$ cat src/hdl/mld_pkg.sv
// Shared types, sizes and the winner-selection rule for majority label downsampling.
// Has no dependencies; mld_reduce and majority_label_downsample import it.
`default_nettype none

package mld_pkg;

  localparam int LABEL_BITS   = 8;
  localparam int BLOCK_VOXELS = 8;
  localparam int CNT_BITS     = $clog2(BLOCK_VOXELS + 1);

  typedef logic [LABEL_BITS-1:0] label_t;
  typedef logic [CNT_BITS-1:0]   count_t;

  // Control that travels with each request through the pipeline.
  typedef struct packed {
    logic valid;
    logic prefer_larger;
  } ctl_t;

  // True when candidate b beats candidate a: a higher count wins; on equal
  // counts the tie-break mode decides by label value.
  function automatic logic b_wins(input count_t ca, input label_t la,
                                  input count_t cb, input label_t lb,
                                  input logic prefer_larger);
    logic tie_win;
    tie_win = prefer_larger ? (lb > la) : (lb < la);
    return (cb > ca) || ((cb == ca) && tie_win);
  endfunction

endpackage

`default_nettype wire

$ cat src/hdl/mld_reduce.sv
// Two-stage registered selection tree that picks the winning label of a block.
// Depends on mld_pkg for types and the b_wins rule.
`default_nettype none

module mld_reduce
  import mld_pkg::*;
(
  input  logic   clk_i,
  input  logic   rst_ni,
  input  ctl_t   ctl_i,
  input  count_t cnt_i   [BLOCK_VOXELS],
  input  label_t label_i [BLOCK_VOXELS],
  output ctl_t   ctl_o,
  output label_t label_o
);

  localparam int HALF = BLOCK_VOXELS / 2;

  ctl_t   ctl_mid_q;
  count_t cnt_mid_d   [HALF];
  label_t label_mid_d [HALF];
  count_t cnt_mid_q   [HALF];
  label_t label_mid_q [HALF];

  ctl_t   ctl_out_q;
  label_t label_out_d;
  label_t label_out_q;

  // First level: eight candidates down to four.
  always_comb begin
    for (int k = 0; k < HALF; k++) begin
      if (b_wins(cnt_i[2*k], label_i[2*k], cnt_i[2*k+1], label_i[2*k+1],
                 ctl_i.prefer_larger)) begin
        cnt_mid_d[k]   = cnt_i[2*k+1];
        label_mid_d[k] = label_i[2*k+1];
      end else begin
        cnt_mid_d[k]   = cnt_i[2*k];
        label_mid_d[k] = label_i[2*k];
      end
    end
  end

  // Second and third levels: four down to two down to one.
  always_comb begin
    count_t c0;
    count_t c1;
    label_t l0;
    label_t l1;
    c0 = cnt_mid_q[0];
    l0 = label_mid_q[0];
    if (b_wins(cnt_mid_q[0], label_mid_q[0], cnt_mid_q[1], label_mid_q[1],
               ctl_mid_q.prefer_larger)) begin
      c0 = cnt_mid_q[1];
      l0 = label_mid_q[1];
    end
    c1 = cnt_mid_q[2];
    l1 = label_mid_q[2];
    if (b_wins(cnt_mid_q[2], label_mid_q[2], cnt_mid_q[3], label_mid_q[3],
               ctl_mid_q.prefer_larger)) begin
      c1 = cnt_mid_q[3];
      l1 = label_mid_q[3];
    end
    label_out_d = b_wins(c0, l0, c1, l1, ctl_mid_q.prefer_larger) ? l1 : l0;
  end

  always_ff @(posedge clk_i or negedge rst_ni) begin
    if (!rst_ni) begin
      ctl_mid_q <= '0;
      ctl_out_q <= '0;
    end else begin
      ctl_mid_q <= ctl_i;
      ctl_out_q <= ctl_mid_q;
    end
  end

  always_ff @(posedge clk_i) begin
    cnt_mid_q   <= cnt_mid_d;
    label_mid_q <= label_mid_d;
    label_out_q <= label_out_d;
  end

  assign ctl_o   = ctl_out_q;
  assign label_o = label_out_q;

endmodule

`default_nettype wire

$ cat src/hdl/majority_label_downsample.sv
// Top level of the 2x2x2 majority (mode) label downsampler.
// Depends on mld_pkg and instantiates mld_reduce.
`default_nettype none

// Majority label downsampler. A request carries the eight labels of one
// 2x2x2 voxel block; the block returns the label that occurs most often
// among them. When several labels share the highest count, the tie-break
// register selects the smallest tied label (0, the reset value) or the
// largest (1). The design is a four-stage pipeline: input capture, per-voxel
// occurrence counts, a first selection level, and a final selection level
// that drives the result register. A request is taken whenever start is
// high; busy is always low, so one block can be issued every clock cycle.
// Each result appears on majority_label_o with done_o high for exactly one
// cycle, once its request has passed the capture, count and both selection
// registers; results come out in request order. The receiver cannot stall
// the block. The tie-break mode is sampled together with each request, and
// should be written only while no request is in flight.
module majority_label_downsample
  import mld_pkg::*;
(
  input  logic   clk_i,
  input  logic   rst_ni,
  input  logic   start,
  output logic   busy,
  input  label_t label_a_i,
  input  label_t label_b_i,
  input  label_t label_c_i,
  input  label_t label_d_i,
  input  label_t label_e_i,
  input  label_t label_f_i,
  input  label_t label_g_i,
  input  label_t label_h_i,
  input  logic   cfg_we_i,
  input  logic   cfg_wdata_i,
  output logic   done_o,
  output label_t majority_label_o
);

  // Tie-break configuration register.
  logic prefer_larger_q;

  // Stage 1: captured request.
  ctl_t   ctl_s1_q;
  label_t label_s1_q [BLOCK_VOXELS];

  // Stage 2: how often each voxel's label occurs within the block.
  ctl_t   ctl_s2_q;
  count_t cnt_s2_d   [BLOCK_VOXELS];
  count_t cnt_s2_q   [BLOCK_VOXELS];
  label_t label_s2_q [BLOCK_VOXELS];

  ctl_t   ctl_out;

  // The pipeline never stalls, so a request is always taken.
  assign busy = 1'b0;

  always_ff @(posedge clk_i or negedge rst_ni) begin
    if (!rst_ni) begin
      prefer_larger_q <= 1'b0;
    end else if (cfg_we_i) begin
      prefer_larger_q <= cfg_wdata_i;
    end
  end

  always_ff @(posedge clk_i or negedge rst_ni) begin
    if (!rst_ni) begin
      ctl_s1_q <= '0;
      ctl_s2_q <= '0;
    end else begin
      ctl_s1_q.valid         <= start;
      ctl_s1_q.prefer_larger <= prefer_larger_q;
      ctl_s2_q               <= ctl_s1_q;
    end
  end

  always_ff @(posedge clk_i) begin
    label_s1_q[0] <= label_a_i;
    label_s1_q[1] <= label_b_i;
    label_s1_q[2] <= label_c_i;
    label_s1_q[3] <= label_d_i;
    label_s1_q[4] <= label_e_i;
    label_s1_q[5] <= label_f_i;
    label_s1_q[6] <= label_g_i;
    label_s1_q[7] <= label_h_i;
  end

  // Each voxel is compared with all eight (itself included), so every count
  // is at least one. Voxels that share a label get identical counts, which
  // lets the selection tree treat them as equal candidates.
  always_comb begin
    for (int i = 0; i < BLOCK_VOXELS; i++) begin
      cnt_s2_d[i] = '0;
      for (int j = 0; j < BLOCK_VOXELS; j++) begin
        cnt_s2_d[i] = cnt_s2_d[i] + count_t'(label_s1_q[j] == label_s1_q[i]);
      end
    end
  end

  always_ff @(posedge clk_i) begin
    cnt_s2_q   <= cnt_s2_d;
    label_s2_q <= label_s1_q;
  end

  // Stages 3 and 4: pick the candidate with the highest count, ties broken
  // by label value according to the mode carried with the request.
  mld_reduce u_reduce (
    .clk_i   (clk_i),
    .rst_ni  (rst_ni),
    .ctl_i   (ctl_s2_q),
    .cnt_i   (cnt_s2_q),
    .label_i (label_s2_q),
    .ctl_o   (ctl_out),
    .label_o (majority_label_o)
  );

  assign done_o = ctl_out.valid;

  // A result strobe only follows a matching earlier request.
  assert property (@(posedge clk_i) disable iff (!rst_ni)
    done_o |-> $past(start, 4))
    else $error("result strobe without matching request");

  // The chosen label is always one of the block's own labels.
  assert property (@(posedge clk_i) disable iff (!rst_ni)
    done_o |-> (majority_label_o == $past(label_a_i, 4) ||
                majority_label_o == $past(label_b_i, 4) ||
                majority_label_o == $past(label_c_i, 4) ||
                majority_label_o == $past(label_d_i, 4) ||
                majority_label_o == $past(label_e_i, 4) ||
                majority_label_o == $past(label_f_i, 4) ||
                majority_label_o == $past(label_g_i, 4) ||
                majority_label_o == $past(label_h_i, 4)))
    else $error("result label not present in its block");

  // After four requests in a row, the last of them still produces its strobe.
  assert property (@(posedge clk_i) disable iff (!rst_ni)
    (start && $past(start) && $past(start, 2) && $past(start, 3) &&
     $past(rst_ni, 4)) |=> ##3 done_o)
    else $error("result strobe lost in back-to-back stream");

endmodule

`default_nettype wire
$ cat config.mk
export PLATFORM = sky130hd
export DESIGN_NAME = majority_label_downsample
export DESIGN_NICKNAME = d
export VERILOG_FILES = /design/src/hdl/mld_pkg.sv /design/src/hdl/mld_reduce.sv /design/src/hdl/majority_label_downsample.sv
export SDC_FILE = /design/constraint.sdc
export NUM_CORES = 1
export LEC_CHECK = 0
export ABC_CLOCK_PERIOD_IN_PS = 8950
export BUFFER_PORTS_ARGS = -buffer_cell sky130_fd_sc_hd__buf_2
export CAP_MARGIN = 20
export CORE_MARGIN = 5
export CORE_UTILIZATION = 55
export CTS_CLUSTER_SIZE = 40
export DETAILED_ROUTE_END_ITERATION = 10
export HOLD_SLACK_MARGIN = 0.15
export PLACE_DENSITY = 0.84
export SYNTH_ARGS = -nofsm -noshare
export SYNTH_HDL_FRONTEND = slang
export SYNTH_SLANG_ARGS = --single-unit
$ cat constraint.sdc
create_clock -name clk_i -period 8.95 [get_ports clk_i]
set_clock_uncertainty 0.2 [all_clocks]
set_input_delay 0.895 -clock clk_i [delete_from_list [all_inputs] [get_ports clk_i]]
set_output_delay 0.895 -clock clk_i [all_outputs]
set_load 0.01 [all_outputs]
==> impl_metrics.tcl, run 1 <==
set metrics [dict create \
    synth_area_per_cell_um2 10.4 \
    synth-simple-area-share 0.0693 \
    muxShareOfSynthArea 0.0756 \
    cts.sinks 224 \
    synth_top_family_by_area "XOR/XNOR gates" \
    synth-xor-area-share 0.175 \
    synth_fp_nets 1329 \
    cp-end-kind "register" \
    worst-setup-path-type "reg -> reg" \
    drtIter0Drc 485 \
    design.die.area_um2 24100 \
    fmax_mhz 222 \
    finalInstanceArea_um2 12900 \
    utilization 0.617 \
    path_cells "inv_1 > ha_1 > nor2b_1 > o211ai_1 > a21oi_1 > o221a_2 > o31ai_4 > mux2i_1 > inv_1 > ha_1 > nor2b_1 > o211ai_1 > a21oi_1 > nor3_1 > nor3_1 > a21oi_2 > mux2i_1" \
    portBuffers 77 \
    drive_gt1_frac 0.159 \
    grt_start_max_net_pins 16 \
    crit_path_top_delay_cell "o31ai_4" \
    die_h_um 155 \
    hold_slack_ns 0.151 \
    overflow 0 \
    clk_pin_slew_ns 0.07 \
    drv_cap 0 \
    cts_tree "done" \
    initial_core_util 0.557 \
    whs_path_depth 0 \
    synth_cells 1120 \
    gr-usage-all-layers 0.230 \
    drt_pass1_iterations 5 \
    pin_count 79 \
    fin_cells 1448 \
    hpwl_um 21000 \
    drc 0 \
    fin_ws_ns 4.45 \
    grt_antenna_before_repair 1 \
    routabilityCongestion 0.946 \
    synth-seq-area-share 0.389 \
    root_buffer "clkbuf_16" \
    crit_fanout 13 \
    postCtsSetupBuffers 0 \
    synth-compound-area-share 0.0539 \
    slew_violations 0 \
    dpl.cell_count 1403 \
    synthAdderAreaFrac 0.166 \
    rsz0062_at_grt "no" \
    tightest_slew_ns 1.08 \
    max-vdd-ir-drop_mv 0.135 \
    layout_common_cells "216 x dfxtp_1, 188 x xor2_1, 139 x inv_1" \
    power_mw 2.78 \
    core_area_um2 20900 \
    arrival_ns 4.74 \
    worst_path_largest_cell_delay_ns 0.71 \
    antenna_left 0 \
    rows 53 \
    grt_pass1_wl_um 43700 \
    status "complete, no violations" \
    cts_htree_levels 1 \
    holdPathEnd "ctl_s2_q[0]" \
    ys.warnings.count 0 \
    critPathRequiredTime_ns 9.19 \
    rrSetupSlack_ns 4.45 \
    finalCritPeriodShare 0.503 \
    insertion_delay_ns 0.52 \
    ys_ff_latch 224 \
    setup_viol 0 \
    synth_flop_cell "dfxtp_1" \
    slew_headroom 0.276 \
    p_per_area_nw_per_um2 216 \
    fin_nets 1364 \
    setup_tns_ns 0 \
    worstSetupStartpointType "register" \
    n_antenna_cell 0 \
    synth_edf_count 0 \
    wl_um 27900 \
    cts_made_buffers 24 \
    syn-cell-area_um2 11600 \
    wire_per_inst_um 19.3 \
    finalHoldViolations 0 \
    cts_buffer_depth 3 \
    reg2reg_to "u_reduce.label_o[2]" \
    synth-async-reset-ratio 0.0357 \
    dp_slack_ns 4.50 \
    hp-start "ctl_s1_q[0]" \
    postPlaceCellArea_um2 12100 \
    detailroute.via_count 7859 \
    grt_pass1_vias 8106 \
    hold_class "reg -> reg" \
    die_x_um 155 \
    area_growth_pct 10.9 \
    ys_types 42 \
    p_leak_nw 6.22 \
    min_period_ns 4.50 \
    final_common_cell "dfxtp_1" \
    rr_worst_depth 17 \
    via_per_inst 5.43 \
    rr_startpoint "u_reduce.label_mid_q[9]" \
]
[synthesized netlist by cell type, types with 2 or more instances]
| cell | count | area, um2 |
|---|---|---|
| dfrtp_1 | 8 | 200 |
| o211ai_1 | 2 | 15.0 |
| xnor2_1 | 44 | 385 |
| and4_1 | 7 | 61.3 |
| nor2_1 | 16 | 60.1 |
| nor3_1 | 5 | 25.0 |
| nand2b_1 | 2 | 12.5 |
| nor2b_1 | 14 | 87.6 |
| o21ai_0 | 9 | 45.0 |
| ha_1 | 116 | 1450 |
| a21oi_2 | 2 | 17.5 |
| mux2_2 | 53 | 597 |
| nor4_1 | 42 | 263 |
| mux2i_1 | 27 | 270 |
| buf_4 | 5 | 37.5 |
| a211oi_2 | 3 | 37.5 |
| a21bo_2 | 3 | 30.0 |
| nand2_1 | 24 | 90.1 |
| a21oi_1 | 31 | 155 |
| nand4_1 | 26 | 163 |
| buf_1 | 16 | 60.1 |
| buf_6 | 2 | 22.5 |
| dfxtp_1 | 216 | 4320 |
| inv_1 | 139 | 522 |
| clkbuf_1 | 48 | 180 |
| o21a_1 | 7 | 52.6 |
| a211oi_1 | 9 | 67.6 |
| fa_1 | 24 | 480 |
| xor2_1 | 188 | 1650 |
| nand3_1 | 6 | 30.0 |
| a21o_1 | 15 | 113 |
[routing by layer]
| layer | global-route usage | wire (um) | up-vias |
|---|---|---|---|
| li1 | - | - | 3729 |
| met3 | 0.0298 | 1760 | 87 |
| met5 | 0 | 0 | - |
| met2 | 0.383 | 13100 | 274 |
| met4 | 0.100 | 1260 | 0 |
| met1 | 0.300 | 11700 | 3769 |
[critical path, delay by kind of cell, from the launching register on]
family                     cells  cell delay (ns)
buffers and inverters          2             0.12
DFF                            1             0.33
muxes                          2             0.60
adders and majority gates      2             0.59
and+or+nand+nor                4             0.53
AOI/OAI and AO/OA              7             2.07
[final cells by class]
class	count	area [um2]
clock inverters	14	125
multi-input cells	686	6280
flip-flops and latches	224	4520
fillers	1591	8000
clock buffers	30	686
well taps	275	344
inverters	139	522
repair buffers	80	410
[what timing repair did]
item / 4_1_cts / 5_1_grt
hold buffers: 1 / 0
endpoints found under the setup margin: 0 / 0
gates resized for setup: 0 / 0
hold endpoints to repair: 8 / 0
[where the power goes]
group	internal (mW)	switching, mW	total [mW]
registers	1.09	0.104	1.19
logic	0.290	0.311	0.601
clock network	0.579	0.410	0.989
[kinds of logic after synthesis]
| group | Yosys count |
|---|---|
| muxes | 81 |
| and+or+nand+nor | 143 |
| other | 1 |
| AOI/OAI and AO/OA | 89 |
| DFF | 224 |
| buffers and inverters | 210 |
| adders and majority gates | 140 |
| xor gates and xnor gates | 232 |
[sequential cells by signal, summed over array words and instances (netlist names)]
signal	count
cnt_s2_q	32
ctl_s1_q	2
ctl_s2_q	2
label_s1_q	64
label_s2_q	64
prefer_larger_q	1
u_reduce.cnt_mid_q	16
u_reduce.ctl_mid_q	2
u_reduce.ctl_o	1
u_reduce.label_mid_q	32
u_reduce.label_o	8
[worst max path at each step]
stage          cells past startpoint               startpoint             endpoint
4_1_cts                           17  u_reduce.label_mid_q[9]  u_reduce.label_o[7]
3_5_place_dp                      17  u_reduce.label_mid_q[9]  u_reduce.label_o[7]
5_1_grt                           17  u_reduce.label_mid_q[9]  u_reduce.label_o[7]
3_3_place_gp                      17  u_reduce.label_mid_q[9]  u_reduce.label_o[4]
6_report                          17  u_reduce.label_mid_q[9]  u_reduce.label_o[2]
2_1_floorplan                     17  u_reduce.label_mid_q[9]  u_reduce.label_o[0]
No activity file was read; power rests on OpenSTA's default activity.
==> run 2: changes to the inputs <==
--- a/config.mk
+++ b/config.mk
@@ -5,7 +5,8 @@
 export SDC_FILE = /design/constraint.sdc
 export NUM_CORES = 1
 export LEC_CHECK = 0
-export ABC_CLOCK_PERIOD_IN_PS = 8950
+export ABC_AREA = 1
+export ABC_CLOCK_PERIOD_IN_PS = 4500
 export BUFFER_PORTS_ARGS = -buffer_cell sky130_fd_sc_hd__buf_2
 export CAP_MARGIN = 20
 export CORE_MARGIN = 5
@@ -13,7 +14,7 @@
 export CTS_CLUSTER_SIZE = 40
 export DETAILED_ROUTE_END_ITERATION = 10
 export HOLD_SLACK_MARGIN = 0.15
-export PLACE_DENSITY = 0.84
+export PLACE_DENSITY = 0.83
 export SYNTH_ARGS = -nofsm -noshare
 export SYNTH_HDL_FRONTEND = slang
 export SYNTH_SLANG_ARGS = --single-unit
==> constraint.sdc (replaced) <==
create_clock -name clk_i -period 4.5 [get_ports clk_i]
set_clock_uncertainty 0.2 [all_clocks]
set_input_delay 0.45 -clock clk_i [delete_from_list [all_inputs] [get_ports clk_i]]
set_output_delay 0.45 -clock clk_i [all_outputs]
set_load 0.01 [all_outputs]
==> impl_metrics.tcl, run 2 <==
set metrics [dict create \
    status "complete, no violations" \
    path_buf_inv 3 \
    synth_cells 1572 \
    crit_fanout 9 \
    detailroute.via_count 10900 \
    area_growth_pct 16.9 \
    fillers 1839 \
    worst_path_largest_cell_delay_ns 0.58 \
    crit_path_top_delay_cell "dfxtp_1" \
    power.switching_mw 2.34 \
    cp.depth 13 \
    worst-setup-path-type "reg -> reg" \
    drive_gt1_frac 0.104 \
    seq_area_um2 4520 \
    routabilityCongestion 1.11 \
    finalHoldViolations 0 \
    drt_pass1_iterations 5 \
    p_leak_nw 7.43 \
    dpl.cell_count 1890 \
    yosysTopAreaCell "dfxtp_1" \
    cts_made_buffers 23 \
    startpoint "label_s1_q[10]" \
    worstSetupStartpointType "register" \
    ys_ff_latch 224 \
    min_period_ns 4.19 \
    layout_common_cells "420 x nand2_1, 227 x inv_1, 216 x dfxtp_1" \
    combPwrFrac 0.328 \
    p_per_area_nw_per_um2 455 \
    clk_pin_slew_ns 0.06 \
    grt_pass1_vias 10900 \
    hpwl_um 28900 \
    initial_core_util 0.554 \
    pin_count 79 \
    dp_slack_ns 0.380 \
    finalInstanceArea_um2 14500 \
    rr_worst_depth 13 \
    p_int_mw 4.27 \
    core_area_um2 22400 \
    grt_start_max_net_pins 17 \
    insertion_delay_ns 0.51 \
    synth_common_cells "420 x nand2_1, 227 x inv_1, 216 x dfxtp_1" \
    cts_resized 0 \
    finalCritPeriodShare 0.930 \
    fmax_mhz 239 \
    cts_htree_levels 1 \
    cp-end-kind "register" \
    antenna_left 0 \
    fin_cells 2000 \
    drtIter0Drc 912 \
    grt_antenna_before_repair 2 \
    seqPwrFrac 0.359 \
    postPlaceCellArea_um2 13000 \
    wire_per_inst_um 18.8 \
    rrSetupSlack_ns 0.31 \
    cts.sinks 224 \
    largest_registers "label_s1_q (64), label_s2_q (64)" \
    synth_area_leaders "dfxtp_1 35%, nand2_1 13%, ha_1 12%, inv_1 6.9%, xnor2_1 5.8%" \
    hold_class "reg -> reg" \
    yosysMostFrequentCell "nand2_1" \
    grt_pass1_wl_um 58800 \
    portBuffers 77 \
    postCtsSetupBuffers 0 \
    clockPowerShare 0.313 \
    via_per_inst 5.43 \
    hold_slack_ns 0.149 \
    cts_buffer_depth 3 \
    ys_types 44 \
    slew_violations 0 \
    die_x_um 160 \
    fin_ws_ns 0.314 \
    yosysTopAreaCellShare 0.348 \
    setup_viol 0 \
    fin_nets 1908 \
    cts_tree "done" \
    slew_headroom 0.454 \
    synth-async-reset-ratio 0.0357 \
    syn-cell-area_um2 12400 \
    gr-usage-all-layers 0.291 \
    die_h_um 160 \
    critPathTopFamily "adder cells" \
    design.die.area_um2 25700 \
    arrival_ns 4.38 \
    path_cells "inv_1 > nand2_1 > nand4_1 > a221oi_1 > and3_1 > inv_1 > ha_1 > fa_1 > inv_1 > fa_1 > ha_1 > fa_1 > xor2_1" \
    wl_um 37600 \
    ys.warnings.count 0 \
    synth_flop_cell "dfxtp_1" \
    rows 55 \
    setup_tns_ns 0 \
    rr_startpoint "label_s1_q[10]" \
    synth_edf_count 0 \
    max-vdd-ir-drop_mv 0.249 \
    drv_cap 0 \
    swShare 0.354 \
    power_mw 6.60 \
    overflow 0 \
    reg2reg_to "cnt_s2_q[6]" \
    critPathRequiredTime_ns 4.70 \
    tightest_slew_ns 0.812 \
    setup.worst_path.end "cnt_s2_q[6]" \
    root_buffer "clkbuf_16" \
    drc 0 \
    rsz0062_at_grt "no" \
    final_common_cell "nand2_1" \
    whs_path_depth 0 \
    multi_input_area_um2 6620 \
    synth_area_per_cell_um2 7.90 \
    synth-seq-area-share 0.364 \
    synth_fp_nets 1781 \
    utilization 0.647 \
]
-- run 2: cell types whose count changed in the layout (fill, tap and decap cells not counted), sizes merged, moves of 14 or more --
cell	delta
buf	+33
dlygate4sd3	+68
inv	+89
mux2	-53
mux2i	-27
nand2	+406
nand3	+105
nand4	+30
nor2	+48
nor2b	-15
nor4	-36
or4	+14
xnor2	+38
xor2	-152
-- run 2: layout make-up --
| class | count | share of cell area |
|---|---|---|
| clock inverter | 14 | 0.0152 |
| inverter | 227 | 0.0587 |
| multi-input combinational | 1042 | 0.456 |
| timing repair buffer | 181 | 0.0922 |
| antenna | 1 | 0.000172 |
| sequential | 224 | 0.312 |
| tap | 285 | 0.0246 |
| clock buffer | 26 | 0.0418 |
-- run 2: worst register-to-register path: stages (launching register included) --
cell and delay, ns:
dfxtp_1 0.58, inv_1 0.22, nand2_1 0.11, nand4_1 0.09, a221oi_1 0.39, and3_1 0.27
inv_1 0.06, ha_1 0.29, fa_1 0.54, inv_1 0.06, fa_1 0.49, ha_1 0.24
fa_1 0.38, xor2_1 0.15
-- run 2: repair_timing --
action | 4_1_cts | 5_1_grt
hold endpoints to repair | 74 | 0
hold buffers | 69 | 0
setup endpoints to repair | 0 | 0
-- run 2: metal layers --
metal  track usage  wire, um
met5             0         0
met4         0.113      1690
met3        0.0493      3150
met2         0.513     18400
met1         0.357     14400
-- run 2: power groups by stage --
stage          Sequential [mW]  Clock [mW]  Combinational [mW]
2_1_floorplan             2.32           0                1.67
3_3_place_gp              2.40           0                2.00
3_5_place_dp              2.41           0                2.07
4_1_cts                   2.37        2.10                2.14
5_1_grt                   2.39        2.19                2.46
6_report                  2.37        2.07                2.16
-- run 2: logic make-up (layout without fill, tap and decap cells) --
kind of cell	after synthesis	after routing	synth area share
XOR/XNOR	118	118	0.0832
flip-flops	224	224	0.364
AND/OR/NAND/NOR	714	714	0.258
AO/OA/AOI/OAI	68	68	0.0345
multiplexers	1	1	0.000907
buffers and inverters	306	448	0.103
other	1	2	0.000302
adder cells (fa/ha/maj)	140	140	0.156
-- run 2: worst min-delay path by stage --
stage	startpoint	end	slack, ns
floorplan	rst_ni	ctl_s1_q[0]	-0.05
global placement	rst_ni	u_reduce.ctl_o[1]	0.1
detailed placement	rst_ni	u_reduce.ctl_o[1]	0.10
CTS	u_reduce.ctl_mid_q[1]	u_reduce.ctl_o[1]	0.15
global route	u_reduce.ctl_mid_q[1]	u_reduce.ctl_o[1]	0.16
finish	u_reduce.ctl_mid_q[1]	u_reduce.ctl_o[1]	0.15
==> run 3: changes to the inputs <==
--- a/config.mk
+++ b/config.mk
@@ -9,12 +9,14 @@
 export ABC_CLOCK_PERIOD_IN_PS = 4500
 export BUFFER_PORTS_ARGS = -buffer_cell sky130_fd_sc_hd__buf_2
 export CAP_MARGIN = 20
+export CELL_PAD_IN_SITES_DETAIL_PLACEMENT = 1
+export CELL_PAD_IN_SITES_GLOBAL_PLACEMENT = 2
 export CORE_MARGIN = 5
-export CORE_UTILIZATION = 55
+export CORE_UTILIZATION = 37
 export CTS_CLUSTER_SIZE = 40
 export DETAILED_ROUTE_END_ITERATION = 10
 export HOLD_SLACK_MARGIN = 0.15
-export PLACE_DENSITY = 0.83
+export PLACE_DENSITY = 0.91
 export SYNTH_ARGS = -nofsm -noshare
 export SYNTH_HDL_FRONTEND = slang
 export SYNTH_SLANG_ARGS = --single-unit
==> impl_metrics.tcl, run 3 (synthesized netlist as in run 2, its figures left out) <==
set metrics [dict create \
    hold_class "reg -> reg" \
    hpwl_um 34500 \
    finalInstanceArea_um2 15000 \
    rows 67 \
    fin_nets 1927 \
    die_h_um 193 \
    postCtsSetupBuffers 0 \
    cts_tree "done" \
    p_per_area_nw_per_um2 468 \
    wire_per_inst_um 19.9 \
    max-vdd-ir-drop_mv 0.291 \
    largest_registers "label_s1_q (64), label_s2_q (64)" \
    cts_resized 0 \
    fmax_mhz 232 \
    via_per_inst 4.93 \
    insertion_delay_ns 0.55 \
    portBuffers 77 \
    critPathTopFamily "adder cells" \
    arrival_ns 4.55 \
    drc 0 \
    cts_made_buffers 27 \
    cts_htree_levels 1 \
    crit_fanout 9 \
    drtIter0Drc 575 \
    drt_pass1_iterations 5 \
    p_leak_nw 7.59 \
    wl_um 43500 \
    path_cells "inv_1 > nand2_1 > nand4_1 > or4_1 > ha_1 > fa_1 > inv_1 > fa_1 > ha_1 > inv_1 > fa_1 > inv_1" \
    pin_count 79 \
    min_period_ns 4.31 \
    core_area_um2 33400 \
    die_x_um 193 \
    routabilityCongestion 0.944 \
    tightest_slew_ns 0.623 \
    finalHoldViolations 0 \
    antenna_left 0 \
    final_common_cell "nand2_1" \
    grt_start_max_net_pins 17 \
    slew_headroom 0.580 \
    finalCritPeriodShare 0.958 \
    cts.sinks 224 \
    worst_path_largest_cell_delay_ns 0.63 \
    crit_path_top_delay_cell "dfxtp_1" \
    initial_core_util 0.372 \
    detailroute.via_count 10800 \
    overflow 0 \
    grt_pass1_vias 11800 \
    drv_cap 0 \
    path_buf_inv 4 \
    setup_viol 0 \
    drive_gt1_frac 0.115 \
    status "complete, no violations" \
    setup_tns_ns 0 \
    grt_antenna_before_repair 1 \
    gr-usage-all-layers 0.230 \
    fillers 4119 \
    cp-end-kind "register" \
    clk_pin_slew_ns 0.06 \
    rsz0062_at_grt "no" \
    root_buffer "clkbuf_16" \
    worst-setup-path-type "reg -> reg" \
    critPathRequiredTime_ns 4.74 \
    cts_buffer_depth 3 \
    layout_common_cells "420 x nand2_1, 227 x inv_1, 216 x dfxtp_1" \
    grt_pass1_wl_um 67600 \
    worstSetupStartpointType "register" \
    cp_common_cell "inv_1" \
    n_antenna_cell 0 \
    design.die.area_um2 37300 \
    slew_violations 0 \
    area_growth_pct 20.7 \
    postPlaceCellArea_um2 13300 \
]
[run 3: worst paths after layout]
kind / from / endpoint / slack, ns / cells past startpoint
worst min-delay path: u_reduce.ctl_mid_q[1] / u_reduce.ctl_o[1] / 0.15 / 0
worst min register to register: u_reduce.ctl_mid_q[1] / u_reduce.ctl_o[1] / 0.15 / 0
worst max register to register: label_s1_q[63] / cnt_s2_q[25] / 0.19 / 12
worst max-delay path: label_s1_q[63] / cnt_s2_q[25] / 0.19 / 12
max in group asynchronous: rst_ni / ctl_s1_q[1] / 3.17 / 3
min in group asynchronous: rst_ni / u_reduce.ctl_mid_q[1] / 0.67 / 3
[run 3: area by class of cell]
| class | instances | area (um2) | area share |
|---|---|---|---|
| well taps | 448 | 561 | 0.0374 |
| multi-input cells | 1042 | 6620 | 0.441 |
| inverters | 227 | 852 | 0.0568 |
| flip-flops and latches | 224 | 4520 | 0.302 |
| repair buffers | 196 | 1460 | 0.0971 |
| clock inverters | 18 | 264 | 0.0176 |
| clock buffers | 31 | 721 | 0.0481 |
[run 3: report_power, final]
group,leakage [nW],switching (mW),internal (mW)
Combinational,5.21,1.45,0.817
Clock,0.478,0.898,1.50
Sequential,1.90,0.165,2.20
[run 3: metrics by stage]
step                hold slack [ns]  instances  worst slack [ns]   util  total power, mW
floorplan                   -0.0456       1572             0.815      -             3.99
global placement             0.0961       2066             0.284  0.399             4.51
detailed placement            0.104       2066             0.259  0.399             4.62
CTS                           0.156       2186             0.250  0.449             7.09
global route                  0.171       2186           0.00874  0.449             7.48
finish                        0.151       2186             0.191  0.449             7.02
[run 3: per-layer routing]
metal,wire length [um],vias to the layer above,track usage
li1,-,5244,-
met3,1610,87,0.0289
met1,18000,5222,0.270
met2,22500,221,0.433
met5,0,-,0
met4,1400,0,0.0724
[run 3: timing repair]
action / in CTS / in global routing
endpoints found under the setup margin: 0 / 0
endpoints found under the hold margin: 76 / 0
hold buffers: 71 / 0
